==> src/sv/wfs_wpt_mem.sv <==
module wfs_wpt_mem #(
    parameter int DEPTH  = 16,
    parameter int DATA_W = 48
) (
    input  logic                     i_clk,
    input  logic                     i_we,
    input  logic [$clog2(DEPTH)-1:0] i_waddr,
    input  logic [DATA_W-1:0]        i_wdata,
    input  logic                     i_re,
    input  logic [$clog2(DEPTH)-1:0] i_raddr,
    output logic [DATA_W-1:0]        o_rdata
);

    logic [DATA_W-1:0] mem [DEPTH];
    logic [DATA_W-1:0] r_rdata;

    // write port
    always_ff @(posedge i_clk) begin
        if (i_we) begin
            mem[i_waddr] <= i_wdata;
        end
    end

    // registered read port
    always_ff @(posedge i_clk) begin
        if (i_re) begin
            r_rdata <= mem[i_raddr];
        end
    end

    assign o_rdata = r_rdata;

endmodule

==> config.mk <==
export PLATFORM = sky130hd
export DESIGN_NAME = wfs_wpt_mem
export DESIGN_NICKNAME = d
export VERILOG_FILES = /design/src/sv/wfs_wpt_mem.sv
export SDC_FILE = /design/constraint.sdc
export NUM_CORES = 1
export LEC_CHECK = 0
export BUFFER_PORTS_ARGS = -buffer_cell sky130_fd_sc_hd__buf_2
export CAP_MARGIN = 10
export CORE_ASPECT_RATIO = 1.4
export CORE_MARGIN = 3
export CORE_UTILIZATION = 43
export DETAILED_ROUTE_END_ITERATION = 6
export GPL_TIMING_DRIVEN = 0
export PLACE_DENSITY = 0.59
export SLEW_MARGIN = 20
export SYNTH_ARGS = -nofsm -noshare
export SYNTH_HDL_FRONTEND = slang
export SYNTH_SLANG_ARGS = --single-unit
==> constraint.sdc <==
create_clock -name i_clk -period 5 [get_ports i_clk]
set_input_delay 1 -clock i_clk [delete_from_list [all_inputs] [get_ports i_clk]]
set_output_delay 1 -clock i_clk [all_outputs]
set_load 0.005 [all_outputs]
==> out/results.txt <==
Hold path start -> i_wdata[44]
Worst hold path class -> in2reg
CTS tree -> built
Net Sw Frac -> 20.55%
Worst Path Arrival -> 3.14 ns
Clk pwr share -> 40.9%
Initial DRC count -> 1279
Rows -> 114
Avg WL per Cell -> 27.65 um
Synthesized flop and latch total -> 816
Top-count cell post-synth -> edfxtp_1
Die Span Y -> 319.4 um
Final Cell Area -> 35400 um^2
Vias per std cell -> 5.630
Crit path capture type -> register
Syn nets -> 1301
Vias in the first global route -> 14782
Share of power burned in registers -> 54.2%
Leakage -> 0.01129 uW
Register Area -> 24500 um^2
CTS clk-pin slew, worst paths -> 0.06 ns
Worst Reg-to-Reg Cells -> 3
Worst Hold Slack -> 0.7405 ns
Total wire length -> 68.07 mm
Gpl congestion -> 0.6979
First-pass GRT wire length -> 100.2 mm
FF-to-FF End -> o_rdata[21]$_DFFE_PP_
Post-DRT Antenna Nets -> 0
# Post-CTS Setup Buffers -> 0
Share of flip-flops with an asynchronous set or reset -> 0%
Ranking of synthesized cells by area -> edfxtp_1 (81%), mux4_2 (14%), a22oi_1 (2.4%)
DP Area -> 32900 um^2
CTS H-tree lvls -> 3
Die Area -> 73430 um^2
Commonest cells in the netlist -> edfxtp_1 (816), mux4_2 (192), a22oi_1 (96), nand2_1 (49), clkbuf_1 (28)
Die Wd -> 229.9 um
Initial antenna violation count -> 7
Total number of vias -> 13860
Slew Limit Headroom -> 33.56%
Critical path fanouts, max -> 10
Worst reg-to-reg setup slack -> 3.42 ns
Seq/Total Area, Yosys -> 81.20%
Syn Inst Count -> 1242
Peak VDD IR -> 256.0 uV
Clk buf depth -> 3
Setup TNS -> 0 ns
Fill count -> 5491
Synth warn -> 0
Post-synth EDFFs -> 816
Worst reg2reg startpoint -> mem[3][21]$_DFFE_PP_
F_max -> 356.6 MHz
Max-slew violations -> 0
Distinct cells, synth -> 16
Multi-input logic area -> 5487 um^2
Dpl hpwl -> 42.99 mm
Util after Layout -> 51.07%
Worst Hold End -> mem[7][44]$_DFFE_PP_
Initial cell density of the core -> 43.53%
Internal Power -> 11350 uW
Resized Gates After CTS -> 0
Pwr/cell area -> 403.5 nW/um^2
P_sw -> 2935 uW
CP Launch Type -> input port
Layout cells sized above 1 -> 32.64%
Worst EP required -> 5.33 ns
RSZ-0062 raised after global routing -> false
Root Buffer -> clkbuf_16
Top-area cell type share of the netlist area -> 81.20%
Total CTS buffers -> 76
IO Port Bufs -> 104
Syn-to-layout area delta -> 17.32%
PnR Total Power -> 14290 uW
Final hold violations -> 0
Num ports -> 107
GRT Total Usage -> 18.80%
Residual DRC -> 0
Synthesized cell area -> 30180 um^2
Period utilisation layout -> 56.08%
Min cycle time layout -> 2.804 ns
Primary FF master, synth -> edfxtp_1
Setup violators final -> 0
CTS Hold Bufs -> 0
Drt first pass iters -> 5
Hold depth -> 1
Placeable Area -> 69320 um^2
Layout net count -> 1532
Worst slew pin tran -> 0.9966 ns
Clock skew -> 0.01879 ns
Remaining global-route overflow -> 0
Critical path type -> in2reg
Largest net degree at the start of global routing -> 35
Max Cap Viol -> 0
Clock Latency Late Sink -> 0.63 ns
Outcome -> completed
Syn_area_per_cell -> 24.30 um^2
Combinational Power Share -> 4.9%
Synth area leader -> edfxtp_1
Clock sink count -> 816
registers in the layout, indices dropped and copies added (netlist names):
register,count
mem,768
o_rdata,48
kinds of logic (layout without fill, tap and decap cells):
kind of cell,Yosys count,in the layout,synth area share [%]
AO/OA/AOI/OAI,96,96,2.388
buffers and inverters,63,353,1.041
flip-flops,816,816,81.20
multiplexers,192,192,14.33
other,0,2,0
AND/OR/NAND/NOR,75,75,1.037
area by class of cell:
cell class	count	share of cell area [%]
Antenna cell	2	0.01414
Buffer	63	0.8871
Clock buffer	92	5.722
Clock inverter	45	1.336
Multi-Input combinational cell	363	15.50
Sequential cell	816	69.21
Tap cell	928	3.280
Timing Repair Buffer	153	4.050
power by group through the flow:
stage	Clock, uW	Combinational, uW	Sequential (uW)
after CTS	5960	725	7740
after global placement	0	670	7890
after global routing	6230	763	7750
final	5840	705	7740
after detailed placement	0	723	7890
after floorplan	0	364	7890
critical path: stages:
cell	delay, ns
clkbuf_1	0.66
clkbuf_1	0.73
mux4_2	0.41
a22oi_1	0.15
nand2_1	0.17
cell usage in the layout (no fill, tap or decap), drive strengths merged:
cell type,count
edfxtp,816
mux4,192
buf,188
clkbuf,120
a22oi,96
nand2,49
clkinv,31
nor2,13
bufinv,9
nor3,4
clkinvlp,3
diode,2
nor2b,2
nand3b,2
nand2b,2
inv,2
and2,1
nand3,1
or3b,1
worst max-delay path by stage:
stage / from / end / slack [ns] / cells past startpoint
6_report: i_raddr[1] / o_rdata[30]$_DFFE_PP_ / 2.20 / 5
3_3_place_gp: i_we / mem[12][16]$_DFFE_PP_ / -4.24 / 3
2_1_floorplan: i_we / mem[12][0]$_DFFE_PP_ / 0.07 / 2
3_5_place_dp: i_raddr[1] / o_rdata[30]$_DFFE_PP_ / 1.54 / 5
4_1_cts: i_raddr[1] / o_rdata[30]$_DFFE_PP_ / 2.20 / 5
5_1_grt: i_raddr[1] / o_rdata[30]$_DFFE_PP_ / 2.12 / 5
through the flow:
step	instances	worst slack, ns
after floorplan	1242	0.07351
after global placement	2274	-4.240
after detailed placement	2323	1.543
after CTS	2460	2.197
after global routing	2460	2.120
final	2462	2.196
layer usage:
layer	vias up	wire (um)	global-route usage, %
met5	-	59	0
met2	445	35040	31.68
met3	109	3758	2.958
met4	8	1524	5.962
li1	5823	-	-
met1	7475	27680	25.41
No activity file was read; power rests on OpenSTA's default activity.
