## config.mk

```make
export PLATFORM = sky130hd
export DESIGN_NAME = wfs_isqrt
export DESIGN_NICKNAME = d
export VERILOG_FILES = /design/src/sv/wfs_pkg.sv /design/src/sv/wfs_isqrt.sv
export SDC_FILE = /design/constraint.sdc
export NUM_CORES = 1
export LEC_CHECK = 0
export BUFFER_PORTS_ARGS = -buffer_cell sky130_fd_sc_hd__buf_4
export CAP_MARGIN = 20
export CELL_PAD_IN_SITES_DETAIL_PLACEMENT = 0
export CELL_PAD_IN_SITES_GLOBAL_PLACEMENT = 1
export CORE_UTILIZATION = 47
export CTS_CLUSTER_DIAMETER = 30
export DETAILED_ROUTE_END_ITERATION = 6
export GPL_ROUTABILITY_DRIVEN = 1
export PLACE_DENSITY = 0.77
export SLEW_MARGIN = 25
export SYNTH_ARGS = -nofsm -noshare
export SYNTH_HDL_FRONTEND = slang
export SYNTH_SLANG_ARGS = --single-unit
```

## constraint.sdc

```tcl
create_clock -name i_clk -period 6.4 [get_ports i_clk]
set_input_delay 1.28 -clock i_clk [delete_from_list [all_inputs] [get_ports i_clk]]
set_output_delay 1.28 -clock i_clk [all_outputs]
set_load 0.02 [all_outputs]
```

## src/sv/wfs_pkg.sv

```systemverilog
package wfs_pkg;

    // item modes
    typedef logic [1:0] t_mode;
    localparam t_mode MODE_ENQ   = 2'd0;
    localparam t_mode MODE_TICK  = 2'd1;
    localparam t_mode MODE_CLEAR = 2'd2;
    localparam t_mode MODE_PLACE = 2'd3;

    // configuration registers
    localparam int CFG_W     = 16;
    localparam int CFG_IDX_W = 1;
    typedef logic [CFG_IDX_W-1:0] t_cfg_idx;
    localparam t_cfg_idx REG_WALK_SPEED = 1'b0;
    localparam t_cfg_idx REG_ARRIVE_TOL = 1'b1;
    localparam logic [CFG_W-1:0] WALK_SPEED_RST = 16'd896;
    localparam logic [CFG_W-1:0] ARRIVE_TOL_RST = 16'd1280;

    // arithmetic widths
    localparam int TICK_W  = 10;
    localparam int SCALE_W = CFG_W + TICK_W;
    localparam int RAD_W   = 64;
    localparam int ROOT_W  = 32;
    localparam int ROOT_CNT_W = 5;
    localparam int SQ_IN_W = 31;
    localparam int SH_W    = 2;

endpackage

```

## src/sv/wfs_isqrt.sv

```systemverilog
module wfs_isqrt (
    input  logic                      i_clk,
    input  logic                      i_rst_n,
    input  logic                      i_start,
    input  logic [wfs_pkg::RAD_W-1:0] i_rad,
    output logic                      o_done,
    output logic [wfs_pkg::ROOT_W-1:0] o_root
);

    localparam int REM_W = wfs_pkg::ROOT_W + 2;

    logic [wfs_pkg::RAD_W-1:0]      r_rad;
    logic [REM_W-1:0]               r_rem;
    logic [wfs_pkg::ROOT_W-1:0]     r_root;
    logic [wfs_pkg::ROOT_CNT_W-1:0] r_cnt;
    logic                           r_run;
    logic                           r_done;

    logic [REM_W+1:0] t_rem;
    logic [REM_W+1:0] t_trial;
    logic             ge;
    logic [REM_W+1:0] t_diff;
    logic [REM_W-1:0] n_rem;

    // one root bit per cycle: bring down two radicand bits, try 4r+1
    always_comb begin
        t_rem   = {r_rem, r_rad[wfs_pkg::RAD_W-1 -: 2]};
        t_trial = {2'b00, r_root, 2'b01};
        ge      = t_rem >= t_trial;
        t_diff  = t_rem - t_trial;
        n_rem   = ge ? t_diff[REM_W-1:0] : t_rem[REM_W-1:0];
    end

    always_ff @(posedge i_clk) begin
        if (!i_rst_n) begin
            r_run  <= 1'b0;
            r_done <= 1'b0;
            r_cnt  <= '0;
        end else begin
            r_done <= 1'b0;
            if (i_start) begin
                r_rad  <= i_rad;
                r_rem  <= '0;
                r_root <= '0;
                r_cnt  <= '0;
                r_run  <= 1'b1;
            end else if (r_run) begin
                r_rad  <= {r_rad[wfs_pkg::RAD_W-3:0], 2'b00};
                r_rem  <= n_rem;
                r_root <= {r_root[wfs_pkg::ROOT_W-2:0], ge};
                r_cnt  <= r_cnt + 1'b1;
                if (r_cnt == wfs_pkg::ROOT_CNT_W'(wfs_pkg::ROOT_W - 1)) begin
                    r_run  <= 1'b0;
                    r_done <= 1'b1;
                end
            end
        end
    end

    assign o_done = r_done;
    assign o_root = r_root;

endmodule

```

==> results.txt, run 1 <==
----------------------------------------------------
[Outcome]
  Result of the run ... completed

[Critical path]
  Data arrival time of the worst path ... 3890 ps
  Number of buffers and inverters on the critical path ... 3
  Cells on worst reg2reg path ... 12
  Worst path cell trace ... inv_1 -> ha_1 -> a21o_1 -> a21o_1 -> a21oi_2 -> o21ai_0 -> a2111oi_1 -> o211ai_4 -> buf_4 -> nand2_2 -> inv_1 -> a22o_1
  Maximum single-stage delay on the critical path ... 640 ps
  CP max stage cell ... a2111oi_1
  Worst reg2reg path endpoint ... r_rem[13]$_SDFFCE_PP0P_
  Path type of the worst setup path ... register to register
  Critical Path End Type ... register
  Sort of element at the start of the critical path ... register
  Stages on worst setup path ... 12
  Highest fanout seen on the critical path ... 19
  Worst setup slack for register-to-register paths ... 2690 ps
  Worst setup path start ... o_root[23]$_SDFFCE_PP0P_
  Largest delay contributor family on the critical path ... compound AO/OA/AOI/OAI gates
  Endpoint required time on the critical path ... 6570 ps
  Worst r2r src ... o_root[23]$_SDFFCE_PP0P_

[Place]
  Cell Area, Placed ... 8340 sq um
  GPL Wtd Cong ... 0.887
  Input/output buffers ... 99
  Post-place setup slack ... 2680 ps
  Estimated wirelength of the detail-placed design ... 10.5 mm

[Detailed routing]
  Final wirelength ... 14.8 mm
  TritonRoute pass-1 iters ... 4
  Total via count after detailed routing ... 4,990
  Antenna violation net count after detailed routing ... 0
  Detailed router's first-iteration violation count ... 264
  Via density per instance ... 5.36
  Routed wire per std cell ... 15.9 um
  DR DRC count ... 0

[Synth]
  Most frequently used flop master after synthesis ... edfxtp_1
  Proportion of register bits with asynchronous set or reset after synthesis ... 0%
  Register area share after synthesis ... 54.6%
  Dominant cells by area after synthesis ... edfxtp_1 53%, mux2_2 9.4%, ha_1 6.1%
  Post-Syn Nets ... 714
  Synth top area share ... 52.7%
  Mean instance size in the synthesized netlist ... 12.1 sq um
  Flip-flop and latch count after synthesis ... 137
  Post-synth top area cell ... edfxtp_1
  Synth unique cells ... 57
  Post-synth EDFFs ... 130
  Number of instances in the synthesized netlist ... 611
  Synthesized cell area ... 7410 sq um
  Warning count from the yosys run ... 0

[Clocking]
  TritonCTS clock tree ... done
  Clock insertion delay at the later pin of the skew report ... 420 ps
  Clock transition at the register clock pins on the worst setup and hold paths after CTS ... 60 ps
  Maximum level of the CTS H-tree ... 4
  Number of buffers between clock root and the deepest sink ... 2
  Inserted Clock Buffers ... 17
  Number of sinks on the clock net ... 137
  Total of hold buffers inserted after clock tree synthesis ... 0
  Clock root buffer master ... clkbuf_16
  Postcts setup bufs ... 0
  CTS resizes ... 0

[Layout]
  ANT cells ... 0
  Area delta synth->final ... 20.2%
  Fraction of layout cells with a size suffix above 1 ... 28.3%
  Final design instance area without fill ... 8900 sq um
  Final layout net count ... 810

[Timing]
  Setup_tns ... 0 ps
  Final-report setup violation count ... 0
  Setup slack after layout ... 2690 ps
  Highest attainable clock frequency ... 0.269 GHz
  Setup repair after global routing missed its margin ... false
  Final hold violation count ... 0
  Actual slew at the worst max-slew pin ... 1010 ps
  Worst clock skew ... 6.07 ps
  Fin. max-slew vios ... 0
  Tightest slew margin relative to the limit ... 32.5%
  Final min period ... 3710 ps
  Share of the clock period used by the worst path ... 58.0%

[Power and ir drop]
  Leakage power ... 0.00369 uW
  P per Cell Area ... 290 nW/um^2
  Int Pwr ... 1870 uW
  Net switching power figure ... 716 uW
  Sequential power share ... 42.7%
  Worst-case vdd ir drop ... 0.182 mV
  Portion of total power attributed to combinational logic ... 21.1%
  Proportion of power drawn by the clock network ... 36.2%
  Sw Ratio ... 27.7%

[GRT]
  Antenna violations before repair ... 0
  Tot GR Track Use ... 19.7%
  Remaining global-route overflow ... 0
  First-pass GRT wire length ... 24.7 mm
  Number of global-route vias before repair ... 5,137
  Largest net degree at the start of global routing ... 90

[Floorplan]
  Area enclosed by the die boundary ... 16,300 sq um
  IO Pins ... 100
  Die outline width ... 128 um
  Die extent in y ... 128 um
  Placeable Area ... 15,300 sq um
  Starting density of the core ... 48.4%
  Row Count ... 45

[Job]
  Max-cap violations ... 0

[Hold path]
  HP Class ... register to register
  HP Start ... r_cnt[4]$_SDFFE_PP0P_
  End point of the most critical hold path ... r_cnt[4]$_SDFFE_PP0P_
  Hold Crit Depth ... 2

----------------------------------------------------
[flip-flops by register name (all words and copies together), names as in the netlist]
register and count:
o_done 1, r_cnt 5, o_root 32, r_rad 64, r_rem 34, r_run 1
[cells in the mapped netlist, drive strengths merged (7+ instances only)]
cell type  count
xnor2         22
a21oi         21
edfxtp       130
a21o          21
mux2i         23
clkbuf        19
buf            7
nand2         30
nor2          73
nand4          9
o21ai         16
ha            36
mux2          62
inv           44
xor2          12
dfxtp          7
[worst max path at each step]
stage	endpoint	slack, ps
after floorplan	o_root[0]$_SDFFCE_PP0P_	1130
after global placement	r_rem[13]$_SDFFCE_PP0P_	2760
after detailed placement	r_rem[13]$_SDFFCE_PP0P_	2680
after CTS	r_rem[26]$_SDFFCE_PP0P_	2660
after global routing	r_rem[26]$_SDFFCE_PP0P_	2400
final	r_rem[13]$_SDFFCE_PP0P_	2690
[cells in the final DEF, fill, tap and decap left out, types with 4 or more instances in the layout]
cell type / netlist / final
ha_1: 36 / 36
clkbuf_16: 0 / 17
xnor2_1: 22 / 22
o211ai_1: 4 / 4
dfxtp_1: 7 / 7
buf_4: 2 / 103
nand4_1: 9 / 9
nor2_1: 73 / 73
clkinvlp_4: 0 / 4
edfxtp_1: 130 / 130
a21o_1: 21 / 21
xor2_1: 12 / 12
o21ai_0: 15 / 15
nand2_1: 29 / 29
o21bai_1: 4 / 4
mux2_2: 62 / 62
and3_1: 4 / 4
inv_1: 44 / 44
a21oi_1: 20 / 20
mux2i_1: 23 / 23
a21boi_0: 4 / 4
a211oi_1: 4 / 4
o21a_1: 6 / 5
o22ai_1: 4 / 4
[layer usage]
metal	global-route usage, %	routed length (um)	vias to the layer above
li1	-	-	2452
met1	24.7	6610	2391
met2	31.0	6910	124
met3	6.95	999	23
met4	8.05	318	0
met5	0	0	-
[worst reg2reg max path, delay by kind of cell, from the launching register on]
kind                     cells  cell delay (ps)
AO/OA/AOI/OAI                7             2020
adder cells (fa/ha/maj)      1              410
AND/OR/NAND/NOR              1              180
flip-flops                   1              350
buffers and inverters        3              510
[cells by family (layout without fill, tap and decap cells)]
kind of cell,Yosys count,in the layout,synth area share [%]
fa+ha+maj,36,36,6.08
simple gates,140,140,8.43
buf+inv,70,179,3.75
compound gates,109,109,10.6
mux,85,85,12.5
flops,137,137,54.6
xor+xnor,34,34,4.02
[cell type report]
type                    count  area, sq um
clock buffers              20          447
fillers                  1311         6410
multi-input cells         404         3090
well taps                 211          264
clock inverters            12          118
repair buffers            103          773
flip-flops and latches    137         4040
inverters                  44          165
[power groups by stage]
| stage | clock network (uW) | registers, uW | logic, uW |
|---|---|---|---|
| after floorplan | 0 | 1130 | 394 |
| after global placement | 0 | 1120 | 537 |
| after detailed placement | 0 | 1120 | 544 |
| after CTS | 954 | 1110 | 547 |
| after global routing | 991 | 1110 | 605 |
| final | 935 | 1100 | 545 |
[metrics by stage]
stage	util (%)	std cells	hold WS, ps	power (uW)
floorplan	-	611	467	1530
global placement	54.4	899	485	1660
detailed placement	54.4	899	496	1670
CTS	58.1	931	510	2610
global route	58.1	931	550	2710
finish	58.1	931	504	2590
(Power assumes the default switching activity.)
==> run 2, diff against run 1 <==
Clock period 6.4 ns to 3.9 ns, I/O delays scaled along.
==> run 2 against run 1 <==
  * Cell count increased by 0.21%
  * Die area is the same
  * Clock power rose by 81%
  * Register-to-register slack got worse by 2300 ps
  * Count of clock-buffer cells in the layout down 3
  * Hold slack gained 19 ps
  * Combinational power up 63%
  * Setup slack worse by 2300 ps
  * Sequential share of layout area fell by 0.45 points
  * Critical endpoint is now r_rem[26]$_SDFFCE_PP0P_
  * Highest routed layer unchanged
==> results.txt, run 2 (synthesis results as in run 1) <==
----------------------------------------------------
[Outcome]
  Result of the run ... completed

[Layout]
  Area delta synth->final ... 21.4%
  Fill cell count ... 1,341
  Final layout net count ... 812
  ANT cells ... 0
  Largest register FFs ... 64
  Leading cell type in the layout, fill and taps excluded ... edfxtp_1
  Most frequent cells in the layout ... 130 x edfxtp_1, 103 x buf_4, 73 x nor2_1
  Core occupancy in the finished layout ... 58.7%
  Biggest register ... r_rad
  Number of non-filler instances in the completed layout ... 933
  Fraction of layout cells with a size suffix above 1 ... 28.8%

[Critical path]
  Endpoint required time on the critical path ... 4040 ps
  Critical Path End Type ... register
  Worst setup slack for register-to-register paths ... 380 ps
  Sort of element at the start of the critical path ... register
  Path type of the worst setup path ... register to register
  Data arrival time of the worst path ... 3660 ps
  Highest fanout seen on the critical path ... 14

[Clocking]
  Total of hold buffers inserted after clock tree synthesis ... 0
  TritonCTS clock tree ... done
  Number of buffers between clock root and the deepest sink ... 2
  Number of sinks on the clock net ... 137
  CTS resizes ... 0
  Maximum level of the CTS H-tree ... 4
  Inserted Clock Buffers ... 17
  Clock insertion delay at the later pin of the skew report ... 430 ps
  Clock root buffer master ... clkbuf_16
  Clock transition at the register clock pins on the worst setup and hold paths after CTS ... 60 ps
  Postcts setup bufs ... 0

[Timing]
  Setup repair after global routing missed its margin ... false
  Worst clock skew ... 11.3 ps
  Tightest slew margin relative to the limit ... 61.7%
  Highest attainable clock frequency ... 0.284 GHz
  Final min period ... 3520 ps
  Setup slack after layout ... 384 ps
  Final hold violation count ... 0
  Final-report setup violation count ... 0
  Fin. max-slew vios ... 0
  Share of the clock period used by the worst path ... 90.2%
  Actual slew at the worst max-slew pin ... 560 ps
  Setup_tns ... 0 ps

[Detailed routing]
  Via density per instance ... 5.28
  Antenna violation net count after detailed routing ... 0
  Routed wire per std cell ... 15.8 um
  TritonRoute pass-1 iters ... 4
  Total via count after detailed routing ... 4,930
  DR DRC count ... 0
  Final wirelength ... 14.7 mm
  Detailed router's first-iteration violation count ... 273

[Place]
  Post-place setup slack ... 393 ps
  Estimated wirelength of the detail-placed design ... 10.2 mm
  Input/output buffers ... 99
  GPL Wtd Cong ... 0.861
  Dpl cells ... 901

[GRT]
  Tot GR Track Use ... 19.6%
  Largest net degree at the start of global routing ... 124
  Antenna violations before repair ... 0
  First-pass GRT wire length ... 24.6 mm
  Number of global-route vias before repair ... 5,046
  Remaining global-route overflow ... 0

[Floorplan]
  IO Pins ... 100
  Area enclosed by the die boundary ... 16,300 sq um
  Die outline width ... 128 um
  Die extent in y ... 128 um
  Starting density of the core ... 48.4%
  Placeable Area ... 15,300 sq um
  Row Count ... 45

[Power and ir drop]
  P per Cell Area ... 488 nW/um^2
  Leakage power ... 0.00374 uW
  Final Total Pwr ... 4390 uW
  Worst-case vdd ir drop ... 0.323 mV

[Hold path]
  HP Class ... register to register

[Job]
  Max-cap violations ... 0

----------------------------------------------------
run 2: cell types whose count changed in the layout (fill, tap and decap cells not counted), sizes merged:
cell	change
buf	+2
bufinv	+2
clkbuf	-3
clkinv	+1
clkinvlp	-2
inv	+2
run 2: worst max-delay path, cell delays in order, from the launching register on:
cell	delay [ps]
edfxtp_1	420
ha_1	350
and3_1	240
a221o_1	430
a2111oi_0	600
o41a_1	310
o211ai_4	240
nand2_2	270
inv_1	120
o31ai_1	100
o32ai_1	130
run 2: path summary, 6_finish.rpt:
path,end,start,depth (start not counted)
max,r_rem[26]$_SDFFCE_PP0P_,r_rem[3]$_SDFFCE_PP0P_,10
min reg2reg,r_cnt[4]$_SDFFE_PP0P_,r_cnt[4]$_SDFFE_PP0P_,2
max reg2reg,r_rem[26]$_SDFFCE_PP0P_,r_rem[3]$_SDFFCE_PP0P_,10
min,r_cnt[4]$_SDFFE_PP0P_,r_cnt[4]$_SDFFE_PP0P_,2
run 2: per-stage QoR:
| stage | cell area, sq um | hold WS [ps] |
|---|---|---|
| final | 8990 | 522 |
| after global routing | 8990 | 552 |
| after CTS | 8990 | 521 |
| after detailed placement | 8380 | 506 |
| after global placement | 8380 | 483 |
| after floorplan | 7410 | 467 |
run 2: power breakdown:
group / total, uW / internal (uW) / switching [uW]
Clock: 1690 / 1020 / 669
Combinational: 889 / 410 / 479
Sequential: 1810 / 1760 / 50.9
run 2: layout make-up:
| type | instances | area (sq um) | area share [%] |
|---|---|---|---|
| Sequential cell | 137 | 4040 | 45.0 |
| Multi-Input combinational cell | 404 | 3090 | 34.4 |
| Timing Repair Buffer | 105 | 813 | 9.05 |
| Clock buffer | 17 | 425 | 4.73 |
| Tap cell | 211 | 264 | 2.94 |
| Clock inverter | 15 | 188 | 2.09 |
| Inverter | 44 | 165 | 1.84 |
run 2: metal layers:
metal / global-route usage [%] / share of wire, %
met1: 24.8 / 47
met2: 30.4 / 46
met3: 6.91 / 6.2
met4: 8.12 / 1.5
met5: 0 / 0
