--- src/sv/wfs_div.sv ---
module wfs_div #(
    parameter int NUM_W = 59,
    parameter int DEN_W = 38
) (
    input  logic             i_clk,
    input  logic             i_rst_n,
    input  logic             i_start,
    input  logic [NUM_W-1:0] i_num,
    input  logic [DEN_W-1:0] i_den,
    output logic             o_done,
    output logic [NUM_W-1:0] o_quot
);

    localparam int CNT_W = $clog2(NUM_W);

    logic [NUM_W-1:0] r_num;
    logic [DEN_W-1:0] r_den;
    logic [DEN_W-1:0] r_rem;
    logic [NUM_W-1:0] r_quot;
    logic [CNT_W-1:0] r_cnt;
    logic             r_run;
    logic             r_done;

    logic [DEN_W:0] t_rem;
    logic [DEN_W:0] t_diff;
    logic           ge;
    logic [DEN_W-1:0] n_rem;

    // restoring division, one quotient bit per cycle
    always_comb begin
        t_rem  = {r_rem, r_num[NUM_W-1]};
        ge     = t_rem >= {1'b0, r_den};
        t_diff = t_rem - {1'b0, r_den};
        n_rem  = ge ? t_diff[DEN_W-1:0] : t_rem[DEN_W-1:0];
    end

    always_ff @(posedge i_clk) begin
        if (!i_rst_n) begin
            r_run  <= 1'b0;
            r_done <= 1'b0;
            r_cnt  <= '0;
        end else begin
            r_done <= 1'b0;
            if (i_start) begin
                r_num  <= i_num;
                r_den  <= i_den;
                r_rem  <= '0;
                r_quot <= '0;
                r_cnt  <= '0;
                r_run  <= 1'b1;
            end else if (r_run) begin
                r_num  <= {r_num[NUM_W-2:0], 1'b0};
                r_rem  <= n_rem;
                r_quot <= {r_quot[NUM_W-2:0], ge};
                r_cnt  <= r_cnt + 1'b1;
                if (r_cnt == CNT_W'(NUM_W - 1)) begin
                    r_run  <= 1'b0;
                    r_done <= 1'b1;
                end
            end
        end
    end

    assign o_done = r_done;
    assign o_quot = r_quot;

endmodule

--- config.mk ---
export PLATFORM = sky130hd
export DESIGN_NAME = wfs_div
export DESIGN_NICKNAME = d
export VERILOG_FILES = /design/src/sv/wfs_div.sv
export SDC_FILE = /design/constraint.sdc
export NUM_CORES = 1
export LEC_CHECK = 0
export ABC_AREA = 1
export BUFFER_PORTS_ARGS = -buffer_cell sky130_fd_sc_hd__buf_4
export CORE_UTILIZATION = 50
export DETAILED_ROUTE_END_ITERATION = 16
export PLACE_DENSITY = 0.79
export SKIP_LAST_GASP = 1
export SLEW_MARGIN = 0
export SYNTH_ARGS = -nofsm -noshare
export SYNTH_HDL_FRONTEND = slang
export SYNTH_SLANG_ARGS = --single-unit
--- constraint.sdc ---
create_clock -name i_clk -period 9.97 [get_ports i_clk]
set_input_delay 0.997 -clock i_clk [delete_from_list [all_inputs] [get_ports i_clk]]
set_output_delay 0.997 -clock i_clk [all_outputs]
set_load 0.05 [all_outputs]
==> results.yml, run 1 <==
status:
  status: "complete, no violations"
global_route:
  track_usage_pct: 21.8
  grt_pass1_vias: 8573
  grt_use_met3_pct: 5.89
  grt_overflow: 0
  use_met2_pct: 35.8
  grt_antenna_before_repair: 0
  grt_busiest_layer: "met2"
  grtUsageMet1_pct: 28.3
  grt_pass1_wl_um: 41200
  grt_max_degree: 98
timing:
  setup_ws_ps: 6820
  slew_viol_final: 0
  tightest_slew_ps: 1160
  skew_ps: 19.0
  finalSetupViolCount: 0
  finalCriticalPeriod_ps: 3150
  period_share_pct: 31.6
  hold_slack_ps: 498
  clock.fmax_mhz: 317
  tns_ps: 0
  slew_headroom_pct: 22.7
  hold_viol: 0
  rsz0062_at_grt: "false"
setup_path:
  path_cells: "buf_4, nand2_1, nand2_4, buf_4"
  cp.arrival_ps: 3290
  crit_type: "in -> reg"
  startpoint_type: "primary input"
  cpPeakStageDelay_ps: 910
  end_kind: "flop"
  slowest_stage: "buf_4"
  r2r-start: "r_rem[16]$_SDFFCE_PP0P_"
  critPathMaxFanout: 81
  startpoint: "i_start"
  required_ps: 10110
  ff2ff_setup_slack_ps: 6990
  path_common_cell: "buf_4"
logic_synthesis:
  synth_top_area_share_pct: 51.3
  ys.flop_type: "edfxtp_1"
  synth_cell_types: 38
  synth_edf_count: 194
  ys_ff_latch: 202
  syn_inst: 1383
  synth_area_leader_cell: "edfxtp_1"
  synth-async-reset-ratio_pct: 0
  avgSynthCellArea_um2: 8.21
  yosysSeqAreaShare_pct: 52.7
  synth_most_common_cell: "nand2_1"
  netlist_area_um2: 11300
  ys_top_cells_by_area: "edfxtp_1, nand2_1, inv_1"
  synth.net_count: 1524
  synth_common_cells: "nand2_1, inv_1, edfxtp_1"
  yosys_warnings: 0
final_layout:
  nets: 1678
  fin_util_pct: 61.0
  drive_above_1_share_pct: 15.0
  finalInstanceArea_um2: 13400
  synthToLayoutAreaGrowth_pct: 18.4
  antenna_cells: 0
  stdcell_count: 1830
  fillers: 1911
power:
  clockPowerShare_pct: 30.8
  ir_drop_uv: 137
  p_leak_nw: 6.71
  power_frac_seq_pct: 42.2
  p_total_mw: 2.54
  switching_share_pct: 32.1
  power_frac_comb_pct: 27.0
  p_int_mw: 1.73
  p_switching_mw: 0.818
  powerDensity_nw_per_um2: 189
route:
  vias: 9032
  routed_via_density: 4.94
  postRouteWirelength_um: 25500
  wl_per_cell_um: 14.0
  ant_nets: 0
  drt_pass1_iterations: 7
  drt_iter0_markers: 436
  drc: 0
die:
  die_area_um2: 23300
  rows: 54
  core_um2: 22000
  die_y_um: 153
  start_util_pct: 51.5
  die_x_um: 153
  io_pins: 160
place:
  dp.final_hpwl_um: 18300
  dp_cells: 1793
  place_ws_ps: 6240
  placement.io_buffers: 159
  gp_congestion: 0.933
  placed_area_um2: 12800
hold_path:
  min_path_type: "reg -> reg"
  hold_path.startpoint: "r_cnt[3]$_SDFFE_PP0P_"
clocking:
  path_clk_slew_ps: 60
  cts_max_path_buffers: 3
  cts.hold.buffers_added: 0
  insertion_delay_ps: 520
  h-tree-depth: 1
  root_buffer: "clkbuf_16"
  post_cts_buffers: 0
  cts_tree: "done"
  cts-buffers-inserted: 22
  clock_sinks: 202
  cts_resized: 0
run:
  drv_cap: 0
## registers in the layout (all words and copies together), names as in the netlist
signal  cells
o_done      1
o_quot     59
r_cnt       6
r_den      38
r_num      59
r_rem      38
r_run       1
## final timing paths
| path | endpoint | depth (start not counted) |
|---|---|---|
| worst max-delay path | o_quot[51]$_SDFFCE_PP0P_ | 4 |
| worst min-delay path | r_cnt[3]$_SDFFE_PP0P_ | 1 |
| worst max register to register | r_rem[36]$_SDFFCE_PP0P_ | 13 |
| worst min register to register | r_cnt[3]$_SDFFE_PP0P_ | 1 |
## critical path: cells and delay by family
kind / cells / cell delay, ps
buffers and inverters: 2 / 1220
AND/OR/NAND/NOR: 2 / 970
## layout make-up
cell class              instances  area (µm²)  share of cell area, %
clock buffers                  27         569                   4.24
clock inverters                10         121                  0.903
inverters                     251         942                   7.01
multi-input cells             897        4250                   31.6
flip-flops and latches        202        5990                   44.5
well taps                     280         350                   2.61
repair buffers                163        1220                   9.10
## layer usage
layer / up-vias / part of all wire, %
li1: 4609 / -
met5: - / 0
met1: 4094 / 44
met2: 277 / 46
met4: 0 / 2.5
met3: 52 / 7.9
## logic make-up after synthesis
| family | count (synthesis) | share of synthesized area, % |
|---|---|---|
| DFF | 202 | 52.7 |
| adders and majority gates | 41 | 4.59 |
| and+or+nand+nor | 743 | 26.1 |
| buffers and inverters | 284 | 9.89 |
| AOI/OAI and AO/OA | 93 | 5.15 |
| xor gates and xnor gates | 20 | 1.54 |
## cell usage in the layout, fill, tap and decap left out, types with 6 or more instances in the layout
cell / instances
nand3_1: 39
buf_4: 163
nor2_2: 7
inv_1: 249
a21oi_1: 29
o21ai_0: 14
nand2_1: 496
clkinv_1: 6
dfxtp_1: 8
nor2_1: 168
edfxtp_1: 194
nand2_2: 7
o21ai_1: 17
ha_1: 40
clkbuf_16: 22
a21oi_2: 21
xor2_1: 17
## power by group through the flow
stage | sequential [mW] | combinational, mW | clock [mW]
3_5_place_dp | 1.09 | 0.684 | 0
3_3_place_gp | 1.09 | 0.671 | 0
6_report | 1.07 | 0.687 | 0.783
2_1_floorplan | 1.15 | 0.452 | 0
5_1_grt | 1.08 | 0.768 | 0.828
4_1_cts | 1.07 | 0.687 | 0.796
Power figures use the tool's default switching activity.
==> run 2, diff against run 1 <==
==> constraint.sdc (replaced) <==
create_clock -name i_clk -period 3.2 [get_ports i_clk]
set_input_delay 0.32 -clock i_clk [delete_from_list [all_inputs] [get_ports i_clk]]
set_output_delay 0.32 -clock i_clk [all_outputs]
set_load 0.05 [all_outputs]
==> results.yml, run 2 (same netlist as run 1, synthesis figures left out) <==
final_layout:
  layout_common_cells: "nand2_1, inv_1, edfxtp_1"
  fillers: 1882
  multi_input_area_um2: 4260
  seq_area_um2: 5990
  drive_above_1_share_pct: 15.4
  fin_util_pct: 63.4
  stdcell_count: 1878
  finalInstanceArea_um2: 14000
  nets: 1722
  synthToLayoutAreaGrowth_pct: 23.1
  layout_commonest_cell: "nand2_1"
timing:
  period_share_pct: 82.3
  finalCriticalPeriod_ps: 2630
  tns_ps: 0
  slew_headroom_pct: 34.5
  hold_viol: 0
  rsz0062_at_grt: "false"
  clock.fmax_mhz: 380
  finalSetupViolCount: 0
  skew_ps: 8.00
  tightest_slew_ps: 983
  slew_viol_final: 0
setup_path:
  end_kind: "flop"
  startpoint_type: "flop"
  cp_num_buf_inv: 3
  r2r_cells: 13
  cpPeakStageDelay_ps: 410
  path_common_cell: "nand2_1"
  startpoint: "r_rem[15]$_SDFFCE_PP0P_"
  r2r-start: "r_rem[15]$_SDFFCE_PP0P_"
  path_cells: "ha_1, nand2_1, nor2_1, nand2_1, inv_1, nand2_1, nand2_1, nand2_1, nand4_4, buf_12, nand3_1, inv_1, nor2_1"
  cp.arrival_ps: 2920
  critical-path-top-delay-family: "simple AND/OR/NAND/NOR gates"
  slowest_stage: "edfxtp_1"
  crit_type: "reg -> reg"
  required_ps: 3480
  critPathMaxFanout: 27
  cp.depth: 13
clocking:
  cts_max_path_buffers: 3
  cts-buffers-inserted: 22
  cts_tree: "done"
  h-tree-depth: 1
  path_clk_slew_ps: 60
  root_buffer: "clkbuf_16"
  clock_sinks: 202
  post_cts_buffers: 0
  insertion_delay_ps: 530
die:
  io_pins: 160
  die_y_um: 153
  start_util_pct: 51.5
  core_um2: 22000
  die_area_um2: 23300
  die_x_um: 153
  rows: 54
place:
  placed_area_um2: 12800
  dp.final_hpwl_um: 19100
  dp_cells: 1799
  placement.io_buffers: 159
  gp_congestion: 0.968
power:
  ir_drop_uv: 532
  p_leak_nw: 6.95
  p_total_mw: 8.18
  powerDensity_nw_per_um2: 586
hold_path:
  min_path_type: "in -> reg"
  hold_depth: 3
  hold_path.startpoint: "i_num[0]"
status:
  status: "complete, no violations"
route:
  drt_pass1_iterations: 7
  met3_wirelength_um: 2280
  vias: 9233
  routed_via_density: 4.92
  drt_iter0_markers: 500
  postRouteWirelength_um: 26400
  met2_length_um: 12200
  drc: 0
  wl_met1_um: 11400
  top_layer: "met4"
  wl_per_cell_um: 14.1
  ant_nets: 0
global_route:
  grt_antenna_before_repair: 1
  grt_overflow: 0
  grt_pass1_wl_um: 42900
  grt_pass1_vias: 8996
  grt_max_degree: 104
  track_usage_pct: 22.6
run:
  drv_cap: 0
run 2: changes by cell type in the layout (fill, tap and decap cells not counted), moves of 2 or more:
cell           change
buf_12             +3
dlygate4sd3_1     +38
clkinv_4           +2
buf_4              +3
clkinv_2           +5
clkbuf_1           -3
run 2: worst register-to-register path, cell delays in order (launching register included):
cell,delay (ps)
edfxtp_1,410
ha_1,390
nand2_1,120
nor2_1,260
nand2_1,160
inv_1,80
nand2_1,60
nand2_1,110
nand2_1,110
nand4_4,190
buf_12,220
nand3_1,150
inv_1,80
nor2_1,50
run 2: per-layer routing:
metal  track usage [%]  vias to the layer above
li1                  -                     4703
met4              6.54                        0
met5                 0                        -
met2              38.0                      257
met1              28.6                     4235
met3              6.26                       38
run 2: path summary, 6_finish.rpt:
kind	end	slack, ps
setup / recovery	r_rem[31]$_SDFFCE_PP0P_	570
hold / removal	r_num[0]$_SDFFCE_PN0P_	50
setup reg to reg	r_rem[31]$_SDFFCE_PP0P_	570
hold reg to reg	r_cnt[3]$_SDFFE_PP0P_	500
run 2: area by class of cell:
| class | instances | share of cell area (%) |
|---|---|---|
| Inverter | 251 | 6.75 |
| Multi-Input combinational cell | 897 | 30.5 |
| Tap cell | 280 | 2.51 |
| Antenna cell | 1 | 0.0179 |
| Sequential cell | 202 | 42.9 |
| Timing Repair Buffer | 207 | 12.1 |
| Clock buffer | 24 | 4.00 |
| Clock inverter | 16 | 1.31 |
run 2: power by group:
| group | switching, mW | leakage, nW | internal (mW) | total (mW) |
|---|---|---|---|---|
| sequential | 0.112 | 1.96 | 3.23 | 3.34 |
| clock | 1.08 | 0.365 | 1.52 | 2.59 |
| combinational | 1.46 | 4.62 | 0.785 | 2.25 |
| total | 2.65 | 6.95 | 5.53 | 8.18 |
run 2: metrics by stage:
step                      setup WS (ps)  hold WS, ps
final                               566         50.9
after global placement              647          474
after floorplan                     157          419
after global routing                433         50.5
after detailed placement            625          490
after CTS                           596         33.8
run 2: what timing repair did:
item                      in CTS  in global routing
hold buffers                  38                  0
hold endpoints to repair      38                  0
gates resized for setup        0                  0
==> run 3, diff against run 2 <==
==> constraint.sdc (replaced) <==
create_clock -name i_clk -period 2.45 [get_ports i_clk]
set_input_delay 0.245 -clock i_clk [delete_from_list [all_inputs] [get_ports i_clk]]
set_output_delay 0.245 -clock i_clk [all_outputs]
set_load 0.05 [all_outputs]
==> results.yml, run 3 (same netlist as run 1, synthesis figures left out) <==
power:
  switching_share_pct: 32.8
  p_leak_nw: 7.36
  p_int_mw: 7.61
  ir_drop_uv: 806
  power_frac_seq_pct: 38.9
  power_frac_comb_pct: 30.3
  powerDensity_nw_per_um2: 739
  p_switching_mw: 3.72
  clockPowerShare_pct: 30.8
route:
  drc: 0
  wl_per_cell_um: 15.4
  vias: 9774
  drt_pass1_iterations: 9
  postRouteWirelength_um: 30400
  drt_iter0_markers: 600
  routed_via_density: 4.97
  ant_nets: 0
setup_path:
  r2r-start: "r_den[32]$_DFFE_PP_"
  startpoint_type: "flop"
  r2r_end: "r_rem[17]$_SDFFCE_PP0P_"
  end_kind: "flop"
  ff2ff_setup_slack_ps: 30
  crit_type: "reg -> reg"
  r2r_cells: 14
  required_ps: 2730
  cp.arrival_ps: 2700
  critPathMaxFanout: 12
timing:
  tns_ps: 0
  clock.fmax_mhz: 413
  tightest_slew_ps: 521
  rsz0062_at_grt: "true"
  finalSetupViolCount: 0
  hold_viol: 0
  slew_headroom_pct: 64.9
  slew_viol_final: 0
  skew_ps: 11.2
  period_share_pct: 98.7
  hold_slack_ps: 20.5
  finalCriticalPeriod_ps: 2420
final_layout:
  multi_input_area_um2: 4750
  seq_area_um2: 5990
  layout_commonest_cell: "nand2_1"
  drive_above_1_share_pct: 20.2
  layout_common_cells: "nand2_1, inv_1, edfxtp_1"
  fillers: 1647
  nets: 1809
  synthToLayoutAreaGrowth_pct: 35.0
place:
  dp.final_hpwl_um: 20100
  gp_congestion: 0.948
  placement.io_buffers: 159
die:
  start_util_pct: 51.5
  die_x_um: 153
  io_pins: 160
  die_y_um: 153
  die_area_um2: 23300
  rows: 54
  core_um2: 22000
global_route:
  grt_pass1_vias: 9808
  track_usage_pct: 25.6
  grt_overflow: 0
  grt_max_degree: 117
  grt_antenna_before_repair: 3
  grt_pass1_wl_um: 47700
clocking:
  path_clk_slew_ps: 60
  cts_max_path_buffers: 3
  h-tree-depth: 1
  clock_sinks: 202
  cts_tree: "done"
  cts-buffers-inserted: 23
  insertion_delay_ps: 540
  root_buffer: "clkbuf_16"
hold_path:
  min_path_type: "in -> reg"
  hold_depth: 3
  hold_path.startpoint: "i_num[54]"
  hold_end: "r_num[54]$_DFFE_PP_"
run:
  drv_cap: 0
status:
  status: "complete, no violations"
[run 3: cell types whose count changed in the layout (fill, tap and decap cells not counted), sizes merged, moves of 2 or more]
cell | previous run | this run
buf | 169 | 201
clkbuf | 24 | 31
clkinv | 14 | 7
clkinvlp | 0 | 2
diode | 1 | 3
dlygate4sd3 | 38 | 92
[run 3: repair_timing]
action | CTS | global route
endpoints found under the setup margin | 25 | 39
hold buffers | 92 | 0
buffers inserted | 0 | 3
endpoints found under the hold margin | 92 | 0
resized for setup | 6 | 72
pin swaps | 0 | 2
[run 3: power by group through the flow]
stage	combinational [mW]	sequential, mW	clock [mW]
finish	3.43	4.41	3.49
CTS	3.13	4.37	3.53
detailed placement	2.98	4.43	0
floorplan	1.84	4.67	0
global placement	2.93	4.41	0
global route	3.77	4.44	3.67
[run 3: final cells by class]
class / instances / share of cell area, %
clock inverter: 11 / 0.784
antenna: 3 / 0.0490
sequential: 202 / 39.1
tap: 280 / 2.29
clock buffer: 31 / 4.15
multi-input combinational: 897 / 31.0
inverter: 251 / 6.15
timing repair buffer: 293 / 16.5
[run 3: worst max path at each step]
| stage | from | to | slack [ps] | cells after the start |
|---|---|---|---|---|
| after floorplan | i_start | o_quot[0]$_SDFFCE_PP0P_ | 290 | 3 |
| after detailed placement | r_rem[1]$_SDFFCE_PP0P_ | r_rem[20]$_SDFFCE_PP0P_ | -30 | 13 |
| after CTS | r_rem[29]$_SDFFCE_PP0P_ | r_rem[34]$_SDFFCE_PP0P_ | -2 | 11 |
| after global placement | r_rem[1]$_SDFFCE_PP0P_ | r_rem[20]$_SDFFCE_PP0P_ | -4 | 13 |
| after global routing | r_rem[31]$_SDFFCE_PP0P_ | r_rem[12]$_SDFFCE_PP0P_ | -50 | 13 |
| final | r_den[32]$_DFFE_PP_ | r_rem[17]$_SDFFCE_PP0P_ | 30 | 14 |
[run 3: metrics by stage]
step | worst slack, ps | total power, mW | instances | instance area [µm²] | utilization (%)
finish | 31.1 | 11.3 | 1968 | 15300 | 69.6
global route | -46.4 | 11.9 | 1968 | 15300 | 69.6
CTS | -1.57 | 11.0 | 1962 | 14800 | 67.2
detailed placement | -30.5 | 7.41 | 1828 | 13100 | 59.5
global placement | -3.72 | 7.35 | 1828 | 13100 | 59.5
floorplan | 290 | 6.51 | 1383 | 11400 | -
[run 3: critical path, cell delays in order, from the launching register on]
cell and delay, ps:
edfxtp_1 370, inv_1 60, ha_1 350, nand2_1 100, nand2_1 70, nand2_1 70, nand2_1 70, nand2_1 60
nand2_1 90, a21oi_2 200, nand4_4 160, buf_8 180, buf_4 170, o21ai_1 150, nor2_1 60
[run 3: per-layer routing]
metal	routed length [µm]	GRT usage, %	vias up
met2	14600	44.4	291
met5	0	0	-
li1	-	-	4874
met4	960	9.19	0
met1	12800	31.4	4542
met3	2010	5.66	67
